==> src/sv/assert_macros.svh <==
// Assertion macros shared by the profiler RTL.
// Depends on nothing; the using module must have clk and arst_n in scope.
`ifndef ASSERT_MACROS_SVH
`define ASSERT_MACROS_SVH
`ifndef SYNTHESIS
// Same-cycle implication, checked while out of reset.
`define ASSERT_IMPLY(lbl, ante, cons) \
lbl: assert property (@(posedge clk) disable iff (!arst_n) (ante) |-> (cons)) \
else $error("same-cycle implication failed");
// Next-cycle implication, checked while out of reset.
`define ASSERT_NEXT(lbl, ante, cons) \
lbl: assert property (@(posedge clk) disable iff (!arst_n) (ante) |=> (cons)) \
else $error("next-cycle implication failed");
`else
`define ASSERT_IMPLY(lbl, ante, cons)
`define ASSERT_NEXT(lbl, ante, cons)
`endif
`endif

==> src/sv/hspu_mul.sv <==
// Shift-and-add multiplier, one multiplier bit per cycle.
// Depends on nothing; shared by the weight and blend steps of the profiler.
module hspu_mul #(
	parameter int unsigned A_BITS = 32,
	parameter int unsigned B_BITS = 17
) (
	input  logic                     clk,
	input  logic                     arst_n,
	input  logic                     start,
	input  logic [A_BITS-1:0]        a,
	input  logic [B_BITS-1:0]        b,
	output logic                     done,
	output logic [A_BITS+B_BITS-1:0] prod
);

	localparam int unsigned PW   = A_BITS + B_BITS;
	localparam int unsigned CNTW = $clog2(B_BITS + 1);

	logic [CNTW-1:0]   cnt_q;
	logic              done_q;
	logic [PW-1:0]     acc_q;
	logic [PW-1:0]     mc_q;
	logic [B_BITS-1:0] mp_q;

	// Step counter and completion pulse.
	always_ff @(posedge clk or negedge arst_n) begin
		if (!arst_n) begin
			cnt_q  <= '0;
			done_q <= 1'b0;
		end else if (start) begin
			cnt_q  <= CNTW'(B_BITS);
			done_q <= 1'b0;
		end else if (cnt_q != '0) begin
			cnt_q  <= cnt_q - CNTW'(1);
			done_q <= (cnt_q == CNTW'(1));
		end else begin
			done_q <= 1'b0;
		end
	end

	// One conditional add of the shifted multiplicand per cycle.
	always_ff @(posedge clk) begin
		if (start) begin
			acc_q <= '0;
			mc_q  <= PW'(a);
			mp_q  <= b;
		end else if (cnt_q != '0) begin
			if (mp_q[0]) begin
				acc_q <= acc_q + mc_q;
			end
			mc_q <= mc_q << 1;
			mp_q <= mp_q >> 1;
		end
	end

	assign done = done_q;
	assign prod = acc_q;

endmodule

==> config.mk <==
export PLATFORM = sky130hd
export DESIGN_NAME = hspu_mul
export DESIGN_NICKNAME = d
export VERILOG_FILES = /design/src/sv/assert_macros.svh /design/src/sv/hspu_mul.sv
export SDC_FILE = /design/constraint.sdc
export NUM_CORES = 1
export LEC_CHECK = 0
export ABC_AREA = 1
export BUFFER_PORTS_ARGS = -buffer_cell sky130_fd_sc_hd__buf_2
export CAP_MARGIN = 20
export CORE_ASPECT_RATIO = 2
export CORE_MARGIN = 1
export CORE_UTILIZATION = 25
export CTS_CLUSTER_SIZE = 16
export DETAILED_ROUTE_END_ITERATION = 16
export PLACE_DENSITY = 0.5
export SYNTH_ARGS = -nofsm -noshare
export SYNTH_HDL_FRONTEND = slang
export SYNTH_SLANG_ARGS = --single-unit
==> constraint.sdc <==
create_clock -name clk -period 2.2 [get_ports clk]
set_input_delay 0.33 -clock clk [delete_from_list [all_inputs] [get_ports clk]]
set_output_delay 0.33 -clock clk [all_outputs]
set_load 0.005 [all_outputs]
==> impl_metrics.tcl <==
set metrics [dict create \
    outcome "finished, violations left" \
    violations "DRC" \
    fmaxAchievable_mhz 471.3 \
    post_synth_main_area_contributors "sky130_fd_sc_hd__nand2_1 (24%), sky130_fd_sc_hd__edfxtp_1 (16%), sky130_fd_sc_hd__dfxtp_1 (14%)" \
    rsz0062_at_grt "true" \
    ys.flop_type "sky130_fd_sc_hd__dfxtp_1" \
    detailed_route_drc_error_count 2 \
    clock_slew_at_reported_path_ffs_ns 0.07 \
    synth-adder-area-share_pct 7.163 \
    htreeDepth 4 \
    critical_path_required_ns 2.55 \
    synth_enable_flop_cells 49 \
    power_leakage_nw 6.912 \
    min-delay-path-class "in -> reg" \
    min_period_ns 2.122 \
    first_pass_iters 12 \
    synth_fp_nets 1618 \
    grt_pass1_wl_mm 53.52 \
    grt_overflow_total 0 \
    startpoint_type "register" \
    hpwl_mm 29.63 \
    numClockSinks 121 \
    yosys.cell_types.count 33 \
    yosysTopAreaCellShare_pct 23.66 \
    numCtsBuffers 17 \
    synth-seq-cells 121 \
    die_y_um 273.1 \
    final_max_slew_viol_count 0 \
    synth_cells 1514 \
    cts_tree "done" \
    mappedNetlistArea_um2 9188 \
    report.power.total_mw 9.896 \
    synth_warnings 0 \
    floorplan.die_area_um2 37570 \
    pwr_cell_area_nw_per_um2 772.7 \
    core.rowCount 99 \
    power.net_switching_mw 3.804 \
    clk-insertion-delay-late_ns 0.45 \
    synth-seq-area-share_pct 32.03 \
    timing.max_slew.rel_slack_pct 70.66 \
    drv.max_cap_violation_count 0 \
    synth-xor-area-share_pct 1.907 \
    yosys.area_share.simple_pct 38.76 \
    async_flop_share_pct 4.959 \
    internal-power_mw 6.092 \
    totalWireLength_mm 36.20 \
    clock-skew-final_ns 0.01295 \
    synth_compound_gate_area_share_pct 6.156 \
    nets_finish 1856 \
    netSwitchingFraction_pct 38.44 \
    worst_setup_path_end_kind "register" \
    hold_viol 0 \
    clock_path_buffers 2 \
    share_clk_of_total_power_pct 30.4 \
    setup_viol 0 \
    first_global_vias 9859 \
    seq_power_share_pct 29.8 \
    numPortBuffers 101 \
    yosys.cell_count.top_type "sky130_fd_sc_hd__nand2_1" \
    clk_root_buffer_cell "sky130_fd_sc_hd__clkbuf_16" \
    place_inst 2167 \
    areaGrowthSynthToFinish_pct 39.40 \
    gpl.final_weighted_congestion 0.9085 \
    grt.total_usage_pct 19.76 \
    finalCritPeriodShare_pct 96.44 \
    final_critical_path_setup_slack_ns 0.07832 \
    worst_ir_drop_vdd_uv 615.3 \
    crit_path_max_fanout 4 \
    cp.arrival_ns 2.47 \
    synthesis.area_per_instance_um2 6.068 \
    post_route_cells_drive_above_1_share_pct 27.03 \
    share_comb_of_total_power_pct 39.7 \
    instances_no_fill 2220 \
    floorplan.initialDensity_pct 25.31 \
    fin_hold_ws_ns 0.1329 \
    via_count 9727 \
    timing_worst_setup_path_type "reg -> reg" \
    pin_count_of_the_biggest_net_entering_global_routing 66 \
    fp.coreArea_um2 36290 \
    synth.area.mux_share_pct 0 \
    drt_first_iter_violations 429 \
    post_drt_wl_per_cell_um 16.31 \
    ant_nets_after_route 0 \
    grt_antenna_before_repair 1 \
    yosys.area.top_type "sky130_fd_sc_hd__nand2_1" \
    die_w_um 137.6 \
    num_io_pins 102 \
    max_slew.worst_pin.slew_ns 0.4401 \
    place_worst_setup_slack_ns -0.2151 \
    synthTopCellsByCount "sky130_fd_sc_hd__nand2_1 (579), sky130_fd_sc_hd__inv_1 (294), sky130_fd_sc_hd__nor2_1 (164)" \
    routed_via_density 4.382 \
    synth_top_family_by_area "simple AND/OR/NAND/NOR gates" \
]
-- metrics by stage --
| stage | TNS, ns | area, um^2 | utilization, % |
|---|---|---|---|
| 2_1_floorplan | 0 | 9194 | - |
| 3_3_place_gp | -2.105 | 11170 | 30.78 |
| 3_5_place_dp | -2.127 | 11170 | 30.78 |
| 4_1_cts | 0 | 12050 | 33.21 |
| 5_1_grt | -0.1924 | 12810 | 35.29 |
| 6_report | 0 | 12810 | 35.29 |
-- worst max-delay path: stages (launching register included) --
cell	delay [ns]
sky130_fd_sc_hd__edfxtp_1	0.44
sky130_fd_sc_hd__ha_4	0.33
sky130_fd_sc_hd__buf_4	0.11
sky130_fd_sc_hd__nand2_2	0.10
sky130_fd_sc_hd__nor2_4	0.15
sky130_fd_sc_hd__nand2_2	0.10
sky130_fd_sc_hd__nor3_4	0.26
sky130_fd_sc_hd__nand3_2	0.14
sky130_fd_sc_hd__nand4_1	0.12
sky130_fd_sc_hd__nand3_1	0.15
sky130_fd_sc_hd__nand2_1	0.10
sky130_fd_sc_hd__inv_1	0.04
-- repair_timing --
item                                   in CTS  in global routing
setup buffers                               2                 17
pin swaps                                   1                 36
resized for setup                          51                123
hold buffers                                1                  0
cloned                                      0                  0
endpoints found under the hold margin       6                  0
setup endpoints to repair                  29                 32
-- path summary, 6_finish.rpt --
| check | end | cells after the start | slack (ns) | startpoint |
|---|---|---|---|---|
| max in group asynchronous | cnt_q[0]$_DFFE_PN0P_ | 2 | 1.82 | arst_n |
| max reg2reg | prod[42]$_SDFFE_PP0P_ | 11 | 0.08 | mc_q[26]$_DFFE_PP_ |
| min in group asynchronous | done$_DFF_PN0_ | 2 | 0.23 | arst_n |
| min | mp_q[16]$_SDFFCE_PN0P_ | 3 | 0.13 | b[16] |
| max | prod[42]$_SDFFE_PP0P_ | 11 | 0.08 | mc_q[26]$_DFFE_PP_ |
| min reg2reg | mc_q[47]$_SDFFE_PP0N_ | 2 | 0.46 | mc_q[46]$_SDFFE_PP0N_ |
-- flip-flops by register name (all words and copies together), names as in the netlist --
name,cells
mp_q,17
cnt_q,5
mc_q,49
done,1
prod,49
-- cell type report --
cell class              count  area (um^2)
clock inverters            15        180.2
repair buffers            250         1703
inverters                 308         1160
clock buffers              17        425.4
well taps                 454        568.0
flip-flops and latches    121         2944
multi-input cells        1054         5824
fillers                  4009        23490
diodes                      1        2.502
-- cells in the final DEF, fill, tap and decap left out, types with 9 or more instances in the layout --
cell type / count
sky130_fd_sc_hd__nor2_4: 12
sky130_fd_sc_hd__o21ai_0: 43
sky130_fd_sc_hd__clkbuf_16: 17
sky130_fd_sc_hd__nand2_2: 53
sky130_fd_sc_hd__nor2_1: 151
sky130_fd_sc_hd__inv_1: 291
sky130_fd_sc_hd__xor2_1: 16
sky130_fd_sc_hd__a21oi_2: 9
sky130_fd_sc_hd__nand2_1: 526
sky130_fd_sc_hd__nor2_2: 31
sky130_fd_sc_hd__ha_4: 33
sky130_fd_sc_hd__inv_2: 16
sky130_fd_sc_hd__nand3_1: 49
sky130_fd_sc_hd__ha_1: 14
sky130_fd_sc_hd__buf_4: 141
sky130_fd_sc_hd__buf_2: 100
sky130_fd_sc_hd__nand4_1: 16
sky130_fd_sc_hd__edfxtp_1: 49
sky130_fd_sc_hd__a21oi_1: 40
sky130_fd_sc_hd__nand3_2: 16
sky130_fd_sc_hd__dfxtp_1: 65
-- power by group through the flow --
| stage | Clock, mW | Sequential (mW) | Combinational (mW) |
|---|---|---|---|
| after CTS | 3.08 | 2.90 | 3.59 |
| final | 3.01 | 2.95 | 3.93 |
| after floorplan | 0 | 2.87 | 1.86 |
| after detailed placement | 0 | 2.92 | 3.44 |
| after global placement | 0 | 2.92 | 3.43 |
| after global routing | 3.15 | 2.99 | 4.34 |
-- cells by family (layout without fill, tap and decap cells) --
kind of cell,after synthesis,in the layout
AO/OA/AOI/OAI,107,107
XOR/XNOR,20,20
adder cells (fa/ha/maj),52,52
buffers and inverters,339,590
flip-flops,121,121
other,0,1
AND/OR/NAND/NOR,875,875
-- per-layer routing --
metal  vias to the layer above  global-route usage, %  wire (um)
met3                        77                  2.671        853
met4                         0                  12.49       2370
li1                       5045                      -          -
met1                      4452                  16.38      11400
met5                         -                      0          0
met2                       153                  41.11      21580
Power figures use the tool's default switching activity.
