`config.mk`:
```
export PLATFORM = sky130hd
export DESIGN_NAME = hspu_ram
export DESIGN_NICKNAME = d
export VERILOG_FILES = /design/src/sv/assert_macros.svh /design/src/sv/hspu_ram.sv
export SDC_FILE = /design/constraint.sdc
export NUM_CORES = 1
export LEC_CHECK = 0
export ABC_AREA = 1
export BUFFER_PORTS_ARGS = -buffer_cell sky130_fd_sc_hd__buf_2
export CAP_MARGIN = 20
export CORE_MARGIN = 1
export CORE_UTILIZATION = 62
export DETAILED_ROUTE_END_ITERATION = 6
export PLACE_DENSITY = 0.79
export SLEW_MARGIN = 20
export SYNTH_ARGS = -nofsm -noshare
export SYNTH_HDL_FRONTEND = slang
export SYNTH_SLANG_ARGS = --single-unit
```
`constraint.sdc`:
```
create_clock -name clk -period 3.3 [get_ports clk]
set_input_delay 0.66 -clock clk [delete_from_list [all_inputs] [get_ports clk]]
set_output_delay 0.66 -clock clk [all_outputs]
set_load 0.02 [all_outputs]
```
`src/sv/assert_macros.svh`:
```
// Assertion macros shared by the profiler RTL.
// Depends on nothing; the using module must have clk and arst_n in scope.
`ifndef ASSERT_MACROS_SVH
`define ASSERT_MACROS_SVH
`ifndef SYNTHESIS
// Same-cycle implication, checked while out of reset.
`define ASSERT_IMPLY(lbl, ante, cons) \
lbl: assert property (@(posedge clk) disable iff (!arst_n) (ante) |-> (cons)) \
else $error("same-cycle implication failed");
// Next-cycle implication, checked while out of reset.
`define ASSERT_NEXT(lbl, ante, cons) \
lbl: assert property (@(posedge clk) disable iff (!arst_n) (ante) |=> (cons)) \
else $error("next-cycle implication failed");
`else
`define ASSERT_IMPLY(lbl, ante, cons)
`define ASSERT_NEXT(lbl, ante, cons)
`endif
`endif

```
`src/sv/hspu_ram.sv`:
```
// Generic single-write, single-read RAM with registered read data.
// Depends on nothing.
module hspu_ram #(
	parameter int unsigned WIDTH = 8,
	parameter int unsigned DEPTH = 64
) (
	input  logic                     clk,
	input  logic                     we,
	input  logic [$clog2(DEPTH)-1:0] waddr,
	input  logic [WIDTH-1:0]         wdata,
	input  logic [$clog2(DEPTH)-1:0] raddr,
	output logic [WIDTH-1:0]         rdata
);

	logic [WIDTH-1:0] mem_q [DEPTH];
	logic [WIDTH-1:0] rdata_q;

	// Write port and registered read port.
	always_ff @(posedge clk) begin
		if (we) begin
			mem_q[waddr] <= wdata;
		end
		rdata_q <= mem_q[raddr];
	end

	assign rdata = rdata_q;

endmodule

```
==> impl_metrics.toml, run 1 <==
[logic_synthesis]
synth_compound_area_share_pct = 0
synth_top_family_by_area = "simple AND/OR/NAND/NOR gates"
syn-cell-area_um2 = 21300
synth_cell_types = 16
yosysSeqAreaShare_pct = 72.8
synth-simple-area-share_pct = 23.2
netlist_instances = 1805
synth-adder-area-share_pct = 0
synth-xor-area-share_pct = 0
syn_area_per_cell_um2 = 11.8
synth.area.mux_share_pct = 0
synth-seq-cells = 520
syn-num-nets = 1827
ys_warn_count = 0

[die]
die_x_um = 188
die_y_um = 188
core-area_um2 = 33700
start_util_pct = 63.3
num_rows = 67
io_pins = 30
dieArea_um2 = 35200

[critical_path]
arrival_ns = 2.36
ff2ff_setup_slack_ns = 1.87
cp_top_family = "simple AND/OR/NAND/NOR gates"
worstPathCellList = "buf_2 > inv_1 > nand4_1 > nor2_1"
r2r-start = "mem_q[39][1]$_DFFE_PP_"
crit_path_max_fanout = 9
rr_worst_depth = 8
critical_path_class = "in2reg"
critical_path_required_ns = 3.49
path_buf_inv = 2
r2r_end = "rdata[1]$_DFF_P_"
critPathSlowestCell = "nor2_1"
endpoint_kind = "flip-flop"
critPathMaxStageDelay_ns = 0.78
cp-start-kind = "primary input"

[timing]
finalHoldViolCount = 0
rsz0062_at_grt = "no"
setup_viol = 0
skew_ns = 0.0257
slew_violations = 0
timing.slew.headroom_pct = 33.2
fin_crit_ns = 2.17
finalSetupTns_ns = 0
fin_crit_sh_pct = 65.9
max_freq_ghz = 0.460
worst_pin_slew_ns = 1.00

[detailed_routing]
wl_mm = 53.2
drc_errors = 8
drt_pass1_iterations = 7
final_antenna_net_count = 0
via_per_inst = 6.16
vias = 14432
dr.first_iter.drc_count = 2173
avgRoutedWirePerCell_um = 22.7

[run_status]
violations = "design-rule violations"
outcome = "finished with violations"

[worst_hold_path]
worstHoldPathCells = 3
hold_end = "rdata[6]$_DFF_P_"
min_path_type = "in2reg"
hold_start = "raddr[5]"

[global_routing]
grt_pass1_vias = 14014
overflow = 0
grt_max_degree = 209
grt_usage_pct = 30.9
antenna_found_initial = 1
grt_first_pass_wirelength_mm = 81.8

[power]
p_int_uw = 10800
pwr-share-clk_pct = 40.7
p_comb_share_pct = 6.3
pwr_density_cell_nw_per_um2 = 587
power.static_leakage_uw = 0.00865
p_seq_share_pct = 53.0
switching_share_pct = 21.9
switchingPower_uw = 3040
ir_worst_vdd_v = 0.000445

[placement]
io_buffers = 29
dp_hpwl_mm = 30.9
placed_area_um2 = 22000
gp_congestion = 0.941

[clocking]
clkTransAtPathRegs_ns = 0.06
root_buffer = "clkbuf_16"
clk_latency_ns = 0.57
htreeDepth = 2
cts_max_path_buffers = 3
post_cts_buffers = 0
cts_tree = "built"
cts.sinks = 520
cts_hold_buf = 0
cts-buffers-inserted = 50
post_cts_resize_count = 0

[cells_and_area]
syn2layout_area_growth_pct = 10.6
final_cell_area_um2 = 23600
nNetsFinal = 1882
final_common_cell = "nand2_1"
fin_util_pct = 70.1
drive_gt1_share_pct = 9.97
final_cell_mix = "648 x nand2_1, 512 x edfxtp_1, 439 x nand3_1, 86 x buf_4, 56 x nor2_1"

[flow_run]
drv_cap = 0
synthesized netlist by cell type (all sizes together):
master  number  area (um^2)
nand2      648         2430
edfxtp     512        15400
nand3      439         2200
buf         98          752
nor2        56          210
clkbuf      15         56.3
inv         12         50.1
nand4        9         56.3
dfxtp        8          160
nor4         8         50.1
worst max-delay path by stage:
stage | from | to | slack, ns | cells past startpoint
floorplan | we | mem_q[48][0]$_DFFE_PP_ | 0.87 | 3
global placement | waddr[0] | mem_q[4][2]$_DFFE_PP_ | 0.71 | 4
detailed placement | waddr[0] | mem_q[20][6]$_DFFE_PP_ | 0.64 | 4
CTS | waddr[0] | mem_q[20][7]$_DFFE_PP_ | 1.22 | 4
global route | waddr[0] | mem_q[20][7]$_DFFE_PP_ | 1.13 | 4
finish | waddr[0] | mem_q[20][7]$_DFFE_PP_ | 1.13 | 4
per-stage QoR:
step | hold slack (ns) | std cells | total power, uW | setup WS, ns
after global routing | 0.478 | 2343 | 14200 | 1.13
after CTS | 0.465 | 2343 | 13900 | 1.22
final | 0.497 | 2344 | 13900 | 1.13
after global placement | 0.832 | 2256 | 8320 | 0.710
after floorplan | 0.722 | 1805 | 7990 | 0.874
after detailed placement | 0.810 | 2256 | 8330 | 0.642
layout make-up:
class	instances	area (um^2)
diodes	1	2.50
clock buffers	62	1360
clock inverters	25	246
fillers	2237	10100
inverters	12	52.6
multi-input cells	1160	4950
flip-flops and latches	520	15500
well taps	448	561
repair buffers	116	907
power groups by stage:
| stage | combinational [uW] | sequential (uW) | clock [uW] |
|---|---|---|---|
| after floorplan | 514 | 7480 | 0 |
| after global routing | 941 | 7340 | 5910 |
| after global placement | 840 | 7480 | 0 |
| after detailed placement | 853 | 7480 | 0 |
| after CTS | 860 | 7340 | 5660 |
| final | 872 | 7340 | 5640 |
sequential cells by signal, summed over array words and instances (netlist names):
register	flops
mem_q	512
rdata	8
worst min-delay path, cell delays in order:
cell	delay (ns)
buf_2	0.19
nand3_1	0.11
nand2_1	0.05
layer usage:
layer / up-vias / GRT usage (%) / routed length, um / part of all wire (%)
met3: 142 / 6.08 / 6110 / 11
met4: 2 / 11.4 / 1770 / 3.3
li1: 6446 / - / - / -
met1: 6914 / 43.1 / 20100 / 38
met5: - / 0 / 10 / 0.019
met2: 928 / 48.9 / 25200 / 47
logic make-up after synthesis:
family | Yosys count
DFF | 520
buffers and inverters | 125
and+or+nand+nor | 1160
Power figures use the tool's default switching activity.
==> run 2: changes to the inputs <==
--- a/config.mk
+++ b/config.mk
@@ -9,9 +9,9 @@
 export BUFFER_PORTS_ARGS = -buffer_cell sky130_fd_sc_hd__buf_2
 export CAP_MARGIN = 20
 export CORE_MARGIN = 1
-export CORE_UTILIZATION = 62
+export CORE_UTILIZATION = 57
 export DETAILED_ROUTE_END_ITERATION = 6
-export PLACE_DENSITY = 0.79
+export PLACE_DENSITY = 0.76
 export SLEW_MARGIN = 20
 export SYNTH_ARGS = -nofsm -noshare
 export SYNTH_HDL_FRONTEND = slang
==> constraint.sdc (replaced) <==
create_clock -name clk -period 1.8 [get_ports clk]
set_input_delay 0.36 -clock clk [delete_from_list [all_inputs] [get_ports clk]]
set_output_delay 0.36 -clock clk [all_outputs]
set_load 0.02 [all_outputs]
==> impl_metrics.toml, run 2 (synthesis gave the netlist of run 1 again) <==
[critical_path]
rr_worst_depth = 8
r2r_end = "rdata[0]$_DFF_P_"
ff2ff_setup_slack_ns = 0.45
cp-start-kind = "flip-flop"
critPathMaxStageDelay_ns = 0.41
crit_path_max_fanout = 1
arrival_ns = 1.18
r2r-start = "mem_q[31][0]$_DFFE_PP_"
cp_top_family = "flip-flops"
cp-startpoint = "rdata[0]$_DFF_P_"
critPathSlowestCell = "dfxtp_1"
critical_path_required_ns = 1.44
path_buf_inv = 1
worstPathCellList = "buf_2"
endpoint_kind = "output pin"
critical_path_class = "reg2out"

[detailed_routing]
vias = 14375
via_per_inst = 5.96
drt_pass1_iterations = 7
drc_errors = 0
dr.first_iter.drc_count = 1611
avgRoutedWirePerCell_um = 22.1
wl_mm = 53.3
final_antenna_net_count = 0

[die]
start_util_pct = 58.1
dieArea_um2 = 38200
io_pins = 30
die_y_um = 195
core-area_um2 = 36700
num_rows = 70
die_x_um = 195

[timing]
skew_ns = 0.0162
finalHoldViolCount = 0
max_freq_ghz = 0.650
slew_violations = 0
worst_pin_slew_ns = 0.882
rsz0062_at_grt = "no"
setup_viol = 0
timing.slew.headroom_pct = 41.2
fin_crit_sh_pct = 85.4
fin_crit_ns = 1.54

[clocking]
cts-buffers-inserted = 49
post_cts_resize_count = 0
root_buffer = "clkbuf_16"
cts.sinks = 520
clkTransAtPathRegs_ns = 0.06
cts_hold_buf = 0
post_cts_buffers = 0
htreeDepth = 2
cts_max_path_buffers = 3
clk_latency_ns = 0.57
cts_tree = "built"

[placement]
gp_congestion = 0.889
io_buffers = 29
dp_hpwl_mm = 31.8
dp_cells = 2321

[cells_and_area]
final_cell_mix = "648 x nand2_1, 512 x edfxtp_1, 439 x nand3_1, 104 x buf_4, 56 x nor2_1"
drive_gt1_share_pct = 12.4
antenna_cells = 0
largest_reg_flops = 512
fin_util_pct = 66.0
nNetsFinal = 1926
largest-register = "mem_q"
layout.cells.non_filler = 2410
final_common_cell = "nand2_1"
syn2layout_area_growth_pct = 13.6

[worst_hold_path]
hold_start = "raddr[5]"
worstHoldPathCells = 3
min_path_type = "in2reg"
hold_end = "rdata[1]$_DFF_P_"

[global_routing]
grt_first_pass_wirelength_mm = 81.3
overflow = 0
antenna_found_initial = 1
grt_max_degree = 94
grt_usage_pct = 28.4
grt_pass1_vias = 14147

[power]
pwr_density_cell_nw_per_um2 = 1040
post-layout-total-power_uw = 25200
ir_worst_vdd_v = 0.000639
power.static_leakage_uw = 0.00893

[flow_run]
drv_cap = 0

[run_status]
outcome = "finished clean"
[run 2: worst min-delay path, delay by kind of cell]
kind          cells  cell delay, ns
simple gates      2            0.17
buf+inv           1            0.19
[run 2: worst max-delay path by stage]
stage,slack (ns),to,depth (start not counted)
after floorplan,-0.15,mem_q[50][0]$_DFFE_PP_,3
after global placement,-0.04,rdata[6]$_DFF_P_,11
after detailed placement,-0.07,rdata[6]$_DFF_P_,11
after CTS,0.24,rdata[0],1
after global routing,0.24,rdata[0],1
final,0.26,rdata[0],1
[run 2: through the flow]
| stage | area [um^2] | setup WS, ns | TNS (ns) | hold WS, ns |
|---|---|---|---|---|
| floorplan | 21400 | -0.153 | -35.43 | 0.459 |
| detailed placement | 22700 | -0.0725 | -0.147 | 0.756 |
| CTS | 24200 | 0.240 | 0 | 0.161 |
| finish | 24200 | 0.262 | 0 | 0.193 |
| global placement | 22700 | -0.0414 | -0.0695 | 0.765 |
| global route | 24200 | 0.239 | 0 | 0.185 |
[run 2: metal layers]
| metal | global-route usage, % | vias to the layer above | part of all wire (%) |
|---|---|---|---|
| li1 | - | 6544 | - |
| met3 | 4.21 | 163 | 8.9 |
| met2 | 46.4 | 796 | 48 |
| met1 | 37.7 | 6870 | 38 |
| met5 | 0 | - | 0.024 |
| met4 | 13.3 | 2 | 4.7 |
[run 2: layout make-up]
class,count,area (um^2)
well taps,468,586
clock buffers,56,1260
repair buffers,161,1510
inverters,12,52.6
fillers,2558,12500
clock inverters,33,285
flip-flops and latches,520,15500
multi-input cells,1160,5000
[run 2: power breakdown]
| group | leakage (uW) | internal (uW) | switching (uW) |
|---|---|---|---|
| logic | 0.00350 | 503 | 1230 |
| registers | 0.00467 | 13400 | 39.7 |
| clock network | 0.000759 | 5730 | 4310 |
==> run 3: changes to the inputs <==
--- a/config.mk
+++ b/config.mk
@@ -5,13 +5,13 @@
 export SDC_FILE = /design/constraint.sdc
 export NUM_CORES = 1
 export LEC_CHECK = 0
-export ABC_AREA = 1
 export BUFFER_PORTS_ARGS = -buffer_cell sky130_fd_sc_hd__buf_2
 export CAP_MARGIN = 20
 export CORE_MARGIN = 1
-export CORE_UTILIZATION = 57
+export CORE_UTILIZATION = 56
+export CTS_CLUSTER_DIAMETER = 150
 export DETAILED_ROUTE_END_ITERATION = 6
-export PLACE_DENSITY = 0.76
+export PLACE_DENSITY = 0.75
 export SLEW_MARGIN = 20
 export SYNTH_ARGS = -nofsm -noshare
 export SYNTH_HDL_FRONTEND = slang
==> impl_metrics.toml, run 3 <==
[timing]
skew_ns = 0.0212
max_freq_ghz = 0.548
fin_crit_sh_pct = 101
setup_slack_ns = -0.0234
slew_violations = 0
worst_pin_slew_ns = 0.713
finalSetupTns_ns = -0.0335
finalHoldViolCount = 0
rsz0062_at_grt = "yes"
setup_viol = 2
timing.slew.headroom_pct = 52.5
fin_crit_ns = 1.82

[logic_synthesis]
synth_top_cell_by_area = "edfxtp_1"
synth_cell_types = 40
syn_area_per_cell_um2 = 21.5
synth-edff-count = 512
yosys-top-cells-count = "512 x edfxtp_1, 126 x mux4_2, 83 x nor2_1, 23 x mux2i_1, 19 x nand2_1"
syn-cell-area_um2 = 20200
netlist_instances = 940
synth.most_common_cell = "edfxtp_1"
syn-num-nets = 962
synthTopCellsByArea = "edfxtp_1 76%, mux4_2 14%, nor2_1 1.5%"
yosysSeqAreaShare_pct = 77.0
synth-seq-cells = 520
synth_flop_cell = "edfxtp_1"
synth_top_area_share_pct = 76.2
ys_warn_count = 0
async_reset_ff_share_pct = 0

[power]
pwr_density_cell_nw_per_um2 = 1060
ir_worst_vdd_v = 0.000779
power.static_leakage_uw = 0.00786

[placement]
detailedPlace.worstSlack_ns = -0.659
dp_hpwl_mm = 29.1
io_buffers = 29
gp_congestion = 0.847

[cells_and_area]
largest_reg_flops = 512
final_cell_mix = "512 x edfxtp_1, 166 x buf_4, 126 x mux4_2, 70 x nor2_1, 51 x clkbuf_16"
n_fill_cell = 2165
largest-register = "mem_q"
antenna_cells = 0
final_common_cell = "edfxtp_1"
nNetsFinal = 1166
drive_gt1_share_pct = 37.3
syn2layout_area_growth_pct = 18.4

[critical_path]
critPathMaxStageDelay_ns = 0.52
cp-start-kind = "flip-flop"
worstPathCellList = "mux4_2 > mux4_2 > nor2_4 > nor3_1 > o2bb2ai_2"
critical_path_class = "reg2reg"
r2r-start = "mem_q[15][2]$_DFFE_PP_"
cp-startpoint = "mem_q[15][2]$_DFFE_PP_"
arrival_ns = 2.29
critPathMostFrequentCell = "mux4_2"
path_buf_inv = 0
endpoint_kind = "flip-flop"
cp_top_family = "multiplexers"
critical_path_required_ns = 2.27
crit_path_max_fanout = 1
critPathSlowestCell = "mux4_2"

[worst_hold_path]
min_path_type = "in2reg"
hold_start = "raddr[5]"

[detailed_routing]
via_per_inst = 6.32
vias = 10388
dr.first_iter.drc_count = 1278
drc_errors = 0
final_antenna_net_count = 0
drt_pass1_iterations = 5
wl_mm = 45.9
avgRoutedWirePerCell_um = 27.9

[global_routing]
grt_max_degree = 65
grt_first_pass_wirelength_mm = 67.9
grt_usage_pct = 26.0
overflow = 0
grt_pass1_vias = 10549
antenna_found_initial = 2

[clocking]
clk_latency_ns = 0.57
cts.sinks = 520
clkTransAtPathRegs_ns = 0.06
cts_tree = "built"
cts_hold_buf = 0
cts_max_path_buffers = 3
post_cts_buffers = 0
cts-buffers-inserted = 51
root_buffer = "clkbuf_16"
htreeDepth = 2

[die]
die_x_um = 192
core-area_um2 = 35500
start_util_pct = 56.8
dieArea_um2 = 36800
die_y_um = 192
num_rows = 69
io_pins = 30

[flow_run]
drv_cap = 0

[run_status]
outcome = "finished with violations"
violations = "negative setup slack"
==> run 3: changes by cell type in the layout (fill, tap and decap cells not counted), moves of 9 or more <==
cell / delta
buf_12: -13
buf_4: +62
inv_1: -9
mux2_2: +9
mux2i_1: +23
mux4_2: +126
nand2_1: -629
nand3_1: -426
nor2_1: +14
nor2b_1: +14
==> run 3: timing repair <==
action                                  4_1_cts  5_1_grt
pin swaps                                     7        8
endpoints found under the setup margin        7        7
hold endpoints to repair                      0        0
resized for setup                            15       12
==> run 3: metrics by stage <==
stage / power [uW] / utilization [%] / instances / area [um^2] / hold slack [ns]
2_1_floorplan: 14400 / - / 940 / 20300 / 0.459
3_3_place_gp: 15100 / 62.4 / 1554 / 22100 / 0.804
3_5_place_dp: 15200 / 62.4 / 1554 / 22200 / 0.804
4_1_cts: 25300 / 67.1 / 1644 / 23800 / 0.293
5_1_grt: 25900 / 67.3 / 1643 / 23900 / 0.325
6_report: 25200 / 67.3 / 1643 / 23900 / 0.324
==> run 3: cells by family (layout without fill, tap and decap cells) <==
group	count (synthesis)	count (layout)	synth area share, %
compound gates	54	54	2.07
buf+inv	51	293	1.57
flops	520	520	77.0
mux	162	162	15.9
simple gates	153	153	3.39
==> run 3: cell type report <==
type                            instances  area [um^2]  share of cell area, %
Clock inverter                         28          273                   1.14
Tap cell                              461          577                   2.42
Timing Repair Buffer                  202         1680                   7.02
Sequential cell                       520        15500                   65.1
Multi-Input combinational cell        369         4500                   18.8
Clock buffer                           63         1320                   5.53
==> run 3: layer usage <==
metal | GRT usage [%] | wire length (um) | up-vias | part of all wire (%)
met1 | 36.6 | 18200 | 5411 | 40
met5 | 0 | 8 | - | 0.017
met4 | 11.6 | 1990 | 2 | 4.3
li1 | - | - | 4336 | -
met3 | 4.07 | 3630 | 124 | 7.9
met2 | 40.8 | 22000 | 515 | 48
==> run 3: worst paths after layout <==
| kind | end | slack [ns] | cells past startpoint |
|---|---|---|---|
| max | rdata[2]$_DFF_P_ | -0.02 | 5 |
| min | rdata[6]$_DFF_P_ | 0.32 | 3 |
| max reg2reg | rdata[2]$_DFF_P_ | -0.02 | 5 |
| min reg2reg | rdata[6]$_DFF_P_ | 0.82 | 3 |
==> run 3: tightest hold or removal path: cells and delay by family <==
family / cells / cell delay (ns)
AO/OA/AOI/OAI: 1 / 0.11
buffers and inverters: 2 / 0.38
==> run 3: power breakdown <==
group | leakage, uW | internal, uW | total, uW | switching, uW
Clock | 0.000783 | 5920 | 10300 | 4360
Combinational | 0.00240 | 640 | 1500 | 864
Sequential | 0.00467 | 13400 | 13500 | 52.1
Total | 0.00786 | 20000 | 25200 | 5270
